===== src/sv/hipr_pkg.sv =====
// Package for the heap image pointer relocator: shared types, field layout constants
// and register map codes. No dependencies.
package hipr_pkg;

    localparam int WORD_W     = 64;
    localparam int WORD_BYTES = 8;
    localparam int WORD_SHIFT = $clog2(WORD_BYTES);
    localparam int BYTES_W    = 30;
    localparam int PAY_W      = BYTES_W + 1 - WORD_SHIFT;
    localparam int COUNT_W    = 6;
    localparam int HASH_W     = 23;
    localparam int ADDR_W     = 4;

    localparam logic [HASH_W-1:0] HASH_RESERVED = 23'h7FFFF0;

    localparam logic [1:0] TYPE_PLAIN    = 2'd0;
    localparam logic [1:0] TYPE_OOP_ARR  = 2'd1;
    localparam logic [1:0] TYPE_BYTE_ARR = 2'd2;
    localparam logic [1:0] TYPE_PAY_HDR  = 2'd3;

    localparam logic REG_SHIFT = 1'b0;
    localparam logic REG_MARK  = 1'b1;

    typedef enum logic [1:0] {
        PH_HEADER  = 2'd0,
        PH_MAP     = 2'd1,
        PH_SLOTS   = 2'd2,
        PH_PAYLOAD = 2'd3
    } phase_t;

    typedef enum logic [2:0] {
        ROLE_PAY_HDR  = 3'd0,
        ROLE_OBJ_HDR  = 3'd1,
        ROLE_MAP      = 3'd2,
        ROLE_SLOT     = 3'd3,
        ROLE_OOP_ELEM = 3'd4,
        ROLE_BYTE     = 3'd5
    } role_t;

    typedef struct packed {
        logic [WORD_W-1:0] heap_word;
        logic              last_word;
    } item_t;

    typedef struct packed {
        logic [WORD_W-1:0] out_word;
        logic              was_adjusted;
        role_t             word_role;
        logic              size_error;
        logic              end_of_image;
    } result_t;

    typedef struct packed {
        logic [WORD_W-1:0] rebase_offset;
        logic              live_mark;
    } cfg_t;

endpackage


===== src/sv/hipr_cfg.sv =====
// Configuration registers of the relocator behind an APB-style port.
// Depends on hipr_pkg.
module hipr_cfg (
    input  logic                        aclk,
    input  logic                        aresetn,
    input  logic                        psel,
    input  logic                        penable,
    input  logic                        pwrite,
    input  logic [hipr_pkg::ADDR_W-1:0] paddr,
    input  logic [hipr_pkg::WORD_W-1:0] pwdata,
    output logic [hipr_pkg::WORD_W-1:0] prdata,
    output logic                        pready,
    output hipr_pkg::cfg_t              cfg
);

    logic [hipr_pkg::WORD_W-1:0] shift_reg;
    logic                        mark_reg;
    logic                        wr_en;
    logic                        reg_sel;

    assign pready  = 1'b1;
    assign wr_en   = psel & penable & pwrite & pready;
    assign reg_sel = paddr[3];

    always_ff @(posedge aclk) begin
        if (!aresetn) begin
            shift_reg <= '0;
            mark_reg  <= 1'b1;
        end else if (wr_en) begin
            if (reg_sel == hipr_pkg::REG_SHIFT) begin
                shift_reg <= pwdata;
            end else begin
                mark_reg <= pwdata[0];
            end
        end
    end

    always_comb begin
        if (reg_sel == hipr_pkg::REG_SHIFT) begin
            prdata = shift_reg;
        end else begin
            prdata = {{(hipr_pkg::WORD_W-1){1'b0}}, mark_reg};
        end
    end

    assign cfg.rebase_offset = shift_reg;
    assign cfg.live_mark     = mark_reg;

endmodule


===== src/sv/hipr_in_reg.sv =====
// Input register of the relocator: holds one request from the s_ side.
// Depends on hipr_pkg.
module hipr_in_reg (
    input  logic            aclk,
    input  logic            aresetn,
    input  logic            s_valid,
    output logic            s_ready,
    input  hipr_pkg::item_t s_item,
    output logic            item_valid,
    output hipr_pkg::item_t item,
    input  logic            item_take
);

    logic            valid_reg;
    logic            valid_next;
    hipr_pkg::item_t item_reg;

    assign s_ready    = !valid_reg || item_take;
    assign valid_next = (s_valid && s_ready) || (valid_reg && !item_take);

    always_ff @(posedge aclk) begin
        if (!aresetn) begin
            valid_reg <= 1'b0;
        end else begin
            valid_reg <= valid_next;
        end
    end

    always_ff @(posedge aclk) begin
        if (s_valid && s_ready) begin
            item_reg <= s_item;
        end
    end

    assign item_valid = valid_reg;
    assign item       = item_reg;

endmodule


===== src/sv/hipr_parser.sv =====
// Object layout parser and pointer rebasing for one heap word per cycle while step is high.
// Depends on hipr_pkg.
module hipr_parser (
    input  logic              aclk,
    input  logic              aresetn,
    input  logic              step,
    input  hipr_pkg::item_t   item,
    input  hipr_pkg::cfg_t    cfg,
    output hipr_pkg::result_t result
);

    hipr_pkg::phase_t               phase_reg, phase_next;
    logic [hipr_pkg::COUNT_W-1:0]   slots_reg, slots_next;
    logic [hipr_pkg::PAY_W-1:0]     pwl_reg, pwl_next;
    logic [hipr_pkg::BYTES_W-1:0]   pend_reg, pend_next;
    logic                           live_reg, live_next;
    logic                           ptr_reg, ptr_next;

    logic [hipr_pkg::WORD_W-1:0]    w;
    logic [1:0]                     hdr_type;
    logic [hipr_pkg::COUNT_W-1:0]   hdr_count;
    logic [hipr_pkg::HASH_W-1:0]    hdr_hash;
    logic [hipr_pkg::BYTES_W:0]     pend_round;
    logic [hipr_pkg::PAY_W-1:0]     hdr_pw;
    logic [hipr_pkg::COUNT_W-1:0]   slots_dec;
    logic [hipr_pkg::PAY_W-1:0]     pwl_dec;
    logic                           zero_size;
    logic                           untagged;

    assign w          = item.heap_word;
    assign hdr_type   = w[31:30];
    assign hdr_count  = w[29:24];
    assign hdr_hash   = w[23:1];
    assign pend_round = {1'b0, pend_reg} + (hipr_pkg::BYTES_W+1)'(hipr_pkg::WORD_BYTES - 1);
    assign hdr_pw     = (hdr_type != hipr_pkg::TYPE_PLAIN)
                        ? pend_round[hipr_pkg::BYTES_W:hipr_pkg::WORD_SHIFT] : '0;
    assign slots_dec  = (slots_reg != '0) ? slots_reg - (hipr_pkg::COUNT_W)'(1) : slots_reg;
    assign pwl_dec    = (pwl_reg != '0) ? pwl_reg - (hipr_pkg::PAY_W)'(1) : pwl_reg;
    assign zero_size  = (hdr_count == '0) && (hdr_pw == '0);
    assign untagged   = !w[0];

    // next state
    always_comb begin
        phase_next = phase_reg;
        slots_next = slots_reg;
        pwl_next   = pwl_reg;
        pend_next  = pend_reg;
        live_next  = live_reg;
        ptr_next   = ptr_reg;
        case (phase_reg)
            hipr_pkg::PH_HEADER: begin
                if (hdr_type == hipr_pkg::TYPE_PAY_HDR) begin
                    pend_next = w[hipr_pkg::BYTES_W-1:0];
                end else begin
                    pend_next = '0;
                    live_next = (w[0] == cfg.live_mark) && (hdr_hash < hipr_pkg::HASH_RESERVED);
                    ptr_next  = (hdr_type == hipr_pkg::TYPE_OOP_ARR);
                    pwl_next  = hdr_pw;
                    if (zero_size) begin
                        slots_next = '0;
                        phase_next = hipr_pkg::PH_HEADER;
                    end else if (hdr_count >= 2) begin
                        slots_next = hdr_count - (hipr_pkg::COUNT_W)'(2);
                        phase_next = hipr_pkg::PH_MAP;
                    end else begin
                        slots_next = '0;
                        phase_next = (hdr_pw != '0) ? hipr_pkg::PH_PAYLOAD : hipr_pkg::PH_HEADER;
                    end
                end
            end
            hipr_pkg::PH_MAP: begin
                if (slots_reg != '0) begin
                    phase_next = hipr_pkg::PH_SLOTS;
                end else begin
                    phase_next = (pwl_reg != '0) ? hipr_pkg::PH_PAYLOAD : hipr_pkg::PH_HEADER;
                end
            end
            hipr_pkg::PH_SLOTS: begin
                slots_next = slots_dec;
                if (slots_dec == '0) begin
                    phase_next = (pwl_reg != '0) ? hipr_pkg::PH_PAYLOAD : hipr_pkg::PH_HEADER;
                end
            end
            hipr_pkg::PH_PAYLOAD: begin
                pwl_next = pwl_dec;
                if (pwl_dec == '0) begin
                    phase_next = hipr_pkg::PH_HEADER;
                end
            end
            default: begin
                phase_next = hipr_pkg::PH_HEADER;
            end
        endcase
        // end of image drops any unfinished object
        if (item.last_word) begin
            phase_next = hipr_pkg::PH_HEADER;
            slots_next = '0;
            pwl_next   = '0;
            pend_next  = '0;
            live_next  = 1'b0;
            ptr_next   = 1'b0;
        end
    end

    // outputs
    always_comb begin
        result.out_word     = w;
        result.was_adjusted = 1'b0;
        result.word_role    = hipr_pkg::ROLE_PAY_HDR;
        result.size_error   = 1'b0;
        result.end_of_image = item.last_word;
        case (phase_reg)
            hipr_pkg::PH_HEADER: begin
                if (hdr_type != hipr_pkg::TYPE_PAY_HDR) begin
                    result.word_role  = hipr_pkg::ROLE_OBJ_HDR;
                    result.size_error = zero_size;
                end
            end
            hipr_pkg::PH_MAP: begin
                result.word_role    = hipr_pkg::ROLE_MAP;
                result.was_adjusted = live_reg;
            end
            hipr_pkg::PH_SLOTS: begin
                result.word_role    = hipr_pkg::ROLE_SLOT;
                result.was_adjusted = live_reg && untagged;
            end
            hipr_pkg::PH_PAYLOAD: begin
                if (ptr_reg) begin
                    result.word_role    = hipr_pkg::ROLE_OOP_ELEM;
                    result.was_adjusted = live_reg && untagged;
                end else begin
                    result.word_role = hipr_pkg::ROLE_BYTE;
                end
            end
            default: begin
                result.word_role = hipr_pkg::ROLE_PAY_HDR;
            end
        endcase
        if (result.was_adjusted) begin
            result.out_word = w + cfg.rebase_offset;
        end
    end

    always_ff @(posedge aclk) begin
        if (!aresetn) begin
            phase_reg <= hipr_pkg::PH_HEADER;
            slots_reg <= '0;
            pwl_reg   <= '0;
            pend_reg  <= '0;
            live_reg  <= 1'b0;
            ptr_reg   <= 1'b0;
        end else if (step) begin
            phase_reg <= phase_next;
            slots_reg <= slots_next;
            pwl_reg   <= pwl_next;
            pend_reg  <= pend_next;
            live_reg  <= live_next;
            ptr_reg   <= ptr_next;
        end
    end

endmodule


===== src/sv/hipr_out_reg.sv =====
// Result register of the relocator: holds one request for the m_ side.
// Depends on hipr_pkg.
module hipr_out_reg (
    input  logic              aclk,
    input  logic              aresetn,
    input  logic              res_valid,
    output logic              res_ready,
    input  hipr_pkg::result_t res,
    output logic              m_valid,
    input  logic              m_ready,
    output hipr_pkg::result_t m_res
);

    logic              valid_reg;
    logic              valid_next;
    hipr_pkg::result_t res_reg;

    assign res_ready  = !valid_reg || m_ready;
    assign valid_next = (res_valid && res_ready) || (valid_reg && !m_ready);

    always_ff @(posedge aclk) begin
        if (!aresetn) begin
            valid_reg <= 1'b0;
        end else begin
            valid_reg <= valid_next;
        end
    end

    always_ff @(posedge aclk) begin
        if (res_valid && res_ready) begin
            res_reg <= res;
        end
    end

    assign m_valid = valid_reg;
    assign m_res   = res_reg;

endmodule


===== src/sv/heap_image_pointer_relocator.sv =====
// Heap image pointer relocator: one heap word per cycle, each word passes an input
// register, the layout parser with its rebasing adder, and a result register, so a
// result is offered on m_ once its word has passed both registers. Throughput is one word
// per clock, set by the parser state update; back-pressure on m_ stalls s_.
// A word flagged last restarts parsing at a header. Configuration writes (shift at
// byte address 0, mark color at 8) belong between images, while the block is empty.
// Depends on hipr_pkg, hipr_cfg, hipr_in_reg, hipr_parser, hipr_out_reg.
module heap_image_pointer_relocator (
    input  logic                        aclk,
    input  logic                        aresetn,
    input  logic                        psel,
    input  logic                        penable,
    input  logic                        pwrite,
    input  logic [hipr_pkg::ADDR_W-1:0] paddr,
    input  logic [hipr_pkg::WORD_W-1:0] pwdata,
    output logic [hipr_pkg::WORD_W-1:0] prdata,
    output logic                        pready,
    input  logic                        s_valid,
    output logic                        s_ready,
    input  logic [hipr_pkg::WORD_W-1:0] s_heap_word,
    input  logic                        s_last_word,
    output logic                        m_valid,
    input  logic                        m_ready,
    output logic [hipr_pkg::WORD_W-1:0] m_out_word,
    output logic                        m_was_adjusted,
    output logic [2:0]                  m_word_role,
    output logic                        m_size_error,
    output logic                        m_end_of_image
);

    hipr_pkg::cfg_t    cfg;
    hipr_pkg::item_t   s_item;
    hipr_pkg::item_t   item;
    hipr_pkg::result_t res;
    hipr_pkg::result_t m_res;
    logic              item_valid;
    logic              res_ready;
    logic              step;

    assign s_item.heap_word = s_heap_word;
    assign s_item.last_word = s_last_word;
    assign step             = item_valid && res_ready;

    hipr_cfg u_cfg (
        .aclk    (aclk),
        .aresetn (aresetn),
        .psel    (psel),
        .penable (penable),
        .pwrite  (pwrite),
        .paddr   (paddr),
        .pwdata  (pwdata),
        .prdata  (prdata),
        .pready  (pready),
        .cfg     (cfg)
    );

    hipr_in_reg u_in_reg (
        .aclk       (aclk),
        .aresetn    (aresetn),
        .s_valid    (s_valid),
        .s_ready    (s_ready),
        .s_item     (s_item),
        .item_valid (item_valid),
        .item       (item),
        .item_take  (res_ready)
    );

    hipr_parser u_parser (
        .aclk    (aclk),
        .aresetn (aresetn),
        .step    (step),
        .item    (item),
        .cfg     (cfg),
        .result  (res)
    );

    hipr_out_reg u_out_reg (
        .aclk      (aclk),
        .aresetn   (aresetn),
        .res_valid (item_valid),
        .res_ready (res_ready),
        .res       (res),
        .m_valid   (m_valid),
        .m_ready   (m_ready),
        .m_res     (m_res)
    );

    assign m_out_word     = m_res.out_word;
    assign m_was_adjusted = m_res.was_adjusted;
    assign m_word_role    = m_res.word_role;
    assign m_size_error   = m_res.size_error;
    assign m_end_of_image = m_res.end_of_image;

endmodule

===== config.mk =====
export PLATFORM = sky130hd
export DESIGN_NAME = heap_image_pointer_relocator
export DESIGN_NICKNAME = d
export VERILOG_FILES = /design/src/sv/hipr_pkg.sv /design/src/sv/hipr_cfg.sv /design/src/sv/hipr_in_reg.sv /design/src/sv/hipr_parser.sv /design/src/sv/hipr_out_reg.sv /design/src/sv/heap_image_pointer_relocator.sv
export SDC_FILE = /design/constraint.sdc
export NUM_CORES = 1
export LEC_CHECK = 0
export ABC_AREA = 1
export BUFFER_PORTS_ARGS = -buffer_cell sky130_fd_sc_hd__clkbuf_2
export CAP_MARGIN = 0
export CORE_AREA = 2 2 202 204
export DETAILED_ROUTE_END_ITERATION = 16
export DIE_AREA = 0 0 204 206
export HOLD_SLACK_MARGIN = 0.03
export PLACE_DENSITY_LB_ADDON = 0.12
export SYNTH_ARGS = -nofsm -noshare
export SYNTH_HDL_FRONTEND = slang
export SYNTH_SLANG_ARGS = --single-unit

===== constraint.sdc =====
create_clock -name aclk -period 2.8 [get_ports aclk]
set_clock_uncertainty 0.1 [all_clocks]
set_input_delay 0.42 -clock aclk [delete_from_list [all_inputs] [get_ports aclk]]
set_output_delay 0.42 -clock aclk [all_outputs]
set_load 0.05 [all_outputs]

==> flow_metrics.env <==
export IMPL_outcome="finished clean"
export IMPL_critPathCaptureType="flop"
export IMPL_initial_utilization_pct=43.1
export IMPL_synth_simple_area_share_pct=28.1
export IMPL_tritoncts_buffers=31
export IMPL_rsz0062_at_grt="yes"
export IMPL_synth_yosys_warnings=0
export IMPL_design_power_total_w=0.0115
export IMPL_yosysSeqAreaShare_pct=39.1
export IMPL_fmax_mhz=368
export IMPL_cell_variety_after_synth=47
export IMPL_num_rows=74
export IMPL_final_common_cell="nand2_1"
export IMPL_gr_total_overflow=0
export IMPL_routabilityCongestion=0.942
export IMPL_num_nets_final=3307
export IMPL_multi_input_comb_area_sq_mm=0.00984
export IMPL_async_flop_share_pct=0
export IMPL_largest_reg_flops=70
export IMPL_io_pins=277
export IMPL_cp_required_ns=3.04
export IMPL_synth_ff_latch_count=270
export IMPL_timing_worst_slew_pin_value_ns=0.888
export IMPL_synth_top_flop_cell="edfxtp_1"
export IMPL_syn_instance_count=2459
export IMPL_yosys_area_share_xor_xnor_pct=2.13
export IMPL_grt_antenna_before_repair=0
export IMPL_die_height_um=206
export IMPL_clk_path_buf_depth=3
export IMPL_detail_route_vias_per_cell=5.24
export IMPL_clkSlewWorstSetupHoldPaths_ns=0.06
export IMPL_drv_max_cap_violation_count=0
export IMPL_cts_max_level=1
export IMPL_timing_worst_setup_path_type="reg2reg"
export IMPL_cellPowerDensity_mw_per_mm2=474
export IMPL_grt_start_max_net_pins=69
export IMPL_portBuffers=272
export IMPL_final_hold_worst_slack_ns=0.0473
export IMPL_drive_above_1_share_pct=25.1
export IMPL_layout_cells_most_common_list="nand2_1 (541), inv_1 (295), nor2_1 (293), clkbuf_2 (271), buf_4 (269)"
export IMPL_postSynthAreaPerCell_sq_um=7.04
export IMPL_register_area_sq_mm=0.00676
export IMPL_die_area_sq_mm=0.0420
export IMPL_clock_latency_reported_for_the_late_side_of_the_worst_skew_pair_ns=0.59
export IMPL_first_pass_iters=6
export IMPL_grt_util_all_layers_pct=31.7
export IMPL_die_width_um=204
export IMPL_cp_data_arrival_time_ns=2.96
export IMPL_final_instance_count_excl_fill=3650
export IMPL_synth_fa_ha_area_share_pct=5.32
export IMPL_route_vias_total=19100
export IMPL_hold_viol=0
export IMPL_tritoncts="built"
export IMPL_place_hpwl_um=52100
export IMPL_cp_max_fo=3
export IMPL_cts_sinks=270
export IMPL_highest_ir_drop_seen_on_vdd_v=0.000499
export IMPL_finish_utilization_pct=60.5
export IMPL_min_period_ns=2.72
export IMPL_final_max_slew_viol_count=0
export IMPL_place_worst_setup_slack_ns=-0.319
export IMPL_post_route_period_util_pct=97.0
export IMPL_areaGrowthSynthToFinish_pct=40.6
export IMPL_main_combinational_cell_family_by_area_after_synthesis="simple AND/OR/NAND/NOR gates"
export IMPL_hold_path_class="in2reg"
export IMPL_clockRootBuffer="clkbuf_16"
export IMPL_count_of_flip_flops_with_a_built_in_enable_after_synthesis=135
export IMPL_finalSetupViolations=0
export IMPL_postLayoutSetupSlackWorst_ns=0.0846
export IMPL_totalWireLength_um=68600
export IMPL_drc=0
export IMPL_n_antenna_cell=0
export IMPL_slew_headroom_pct=40.8
export IMPL_fillers=3688
export IMPL_static_leakage_power_nw=10.9
export IMPL_drt_first_iter_violations=1168
export IMPL_synthesis_area_sq_mm=0.0173
export IMPL_numPlacedInstances=3459
export IMPL_muxShareOfSynthArea_pct=0
export IMPL_grt_first_pass_wirelength_um=102000
export IMPL_antenna_violating_nets_post_route=0
export IMPL_cp_start_kind="flop"
export IMPL_floorplan_core_area_sq_mm=0.0402
export IMPL_fraction_of_the_mapped_netlist_area_in_compound_gates_pct=17.0
export IMPL_post_drt_wl_per_cell_um=18.8
export IMPL_number_of_global_route_vias_before_repair=18200
export IMPL_net_count_after_synthesis=2672
-- metrics by stage --
stage | TNS [ns] | area [sq um]
floorplan | 0 | 17300
global placement | -4.96 | 21200
detailed placement | -5.55 | 21200
CTS | 0 | 23700
global route | -0.702 | 24300
finish | 0 | 24300
-- synth_stat cells (all sizes together) (3+ instances only) --
master  count  area [sq um]
nand2     563          2170
nor2      343          1370
inv       302          1130
a21oi     241          1210
o21ai     200          1000
nand3     164           821
dfxtp     135          2700
edfxtp    135          4050
ha         72           901
clkbuf     63           238
nand4      37           231
a211oi     30           225
a31oi      24           150
xor2       22           193
xnor2      20           175
nor3       16          85.1
o21bai     13          97.6
buf        12          67.6
or2        12          75.1
a21o       11          82.6
nand3b     10          75.1
o211ai      8          60.1
nor4        6          37.5
a21boi      5          37.5
o21a        4          30.0
clkinv      3          11.3
o31ai       3          22.5
-- path summary, 6_finish.rpt --
kind | end | slack, ns | startpoint | cells past startpoint
worst min-delay path | u_cfg.shift_reg[9]$_SDFFE_PN0P_ | 0.05 | pwdata[9] | 3
worst min register to register | u_parser.pend_reg[1]$_SDFFE_PN0P_ | 0.36 | u_parser.pend_reg[1]$_SDFFE_PN0P_ | 2
worst max-delay path | u_out_reg.m_res[56]$_DFFE_PP_ | 0.08 | u_in_reg.item[1]$_DFFE_PP_ | 15
worst max register to register | u_out_reg.m_res[56]$_DFFE_PP_ | 0.08 | u_in_reg.item[1]$_DFFE_PP_ | 15
-- layout make-up --
| type | instances | share of cell area [%] |
|---|---|---|
| Inverter | 305 | 4.73 |
| Tap cell | 532 | 2.74 |
| Clock inverter | 12 | 0.674 |
| Sequential cell | 270 | 27.8 |
| Timing Repair Buffer | 677 | 19.9 |
| Multi-Input combinational cell | 1809 | 40.5 |
| Clock buffer | 45 | 3.69 |
-- where the power goes --
| group | switching (W) | total, W | leakage (nW) | internal (W) |
|---|---|---|---|---|
| Sequential | 0.000161 | 0.00452 | 2.39 | 0.00436 |
| Combinational | 0.00168 | 0.00274 | 8.04 | 0.00106 |
| Clock | 0.00168 | 0.00426 | 0.521 | 0.00257 |
-- repair_timing --
| item | in CTS | in global routing |
|---|---|---|
| setup endpoints to repair | 37 | 46 |
| setup buffers | 5 | 5 |
| pin swaps | 6 | 21 |
| hold buffers | 125 | 0 |
| endpoints found under the hold margin | 125 | 0 |
| gates resized for setup | 35 | 131 |
-- logic make-up after synthesis --
logic type	after synthesis
buffers and inverters	380
other	1
AND/OR/NAND/NOR	1152
flip-flops	270
AO/OA/AOI/OAI	541
adder cells (fa/ha/maj)	73
XOR/XNOR	42
-- layer usage --
metal | track usage [%] | wire length [um]
met5 | 0 | 0
met4 | 13.2 | 3280
met3 | 3.01 | 2820
met2 | 57.9 | 34400
met1 | 38.0 | 28100
-- worst max-delay path, stage by stage (launching register included) --
cell      delay [ns]
edfxtp_1        0.38
ha_4            0.19
inv_2           0.04
fa_2            0.33
nand3b_1        0.17
nand2_2         0.13
a21boi_4        0.09
o21bai_1        0.23
a21boi_2        0.09
buf_4           0.14
inv_1           0.05
nand4_1         0.16
nand3_1         0.15
nand2_1         0.07
nand3_2         0.07
nand2_1         0.05
Power figures use the tool's default switching activity.
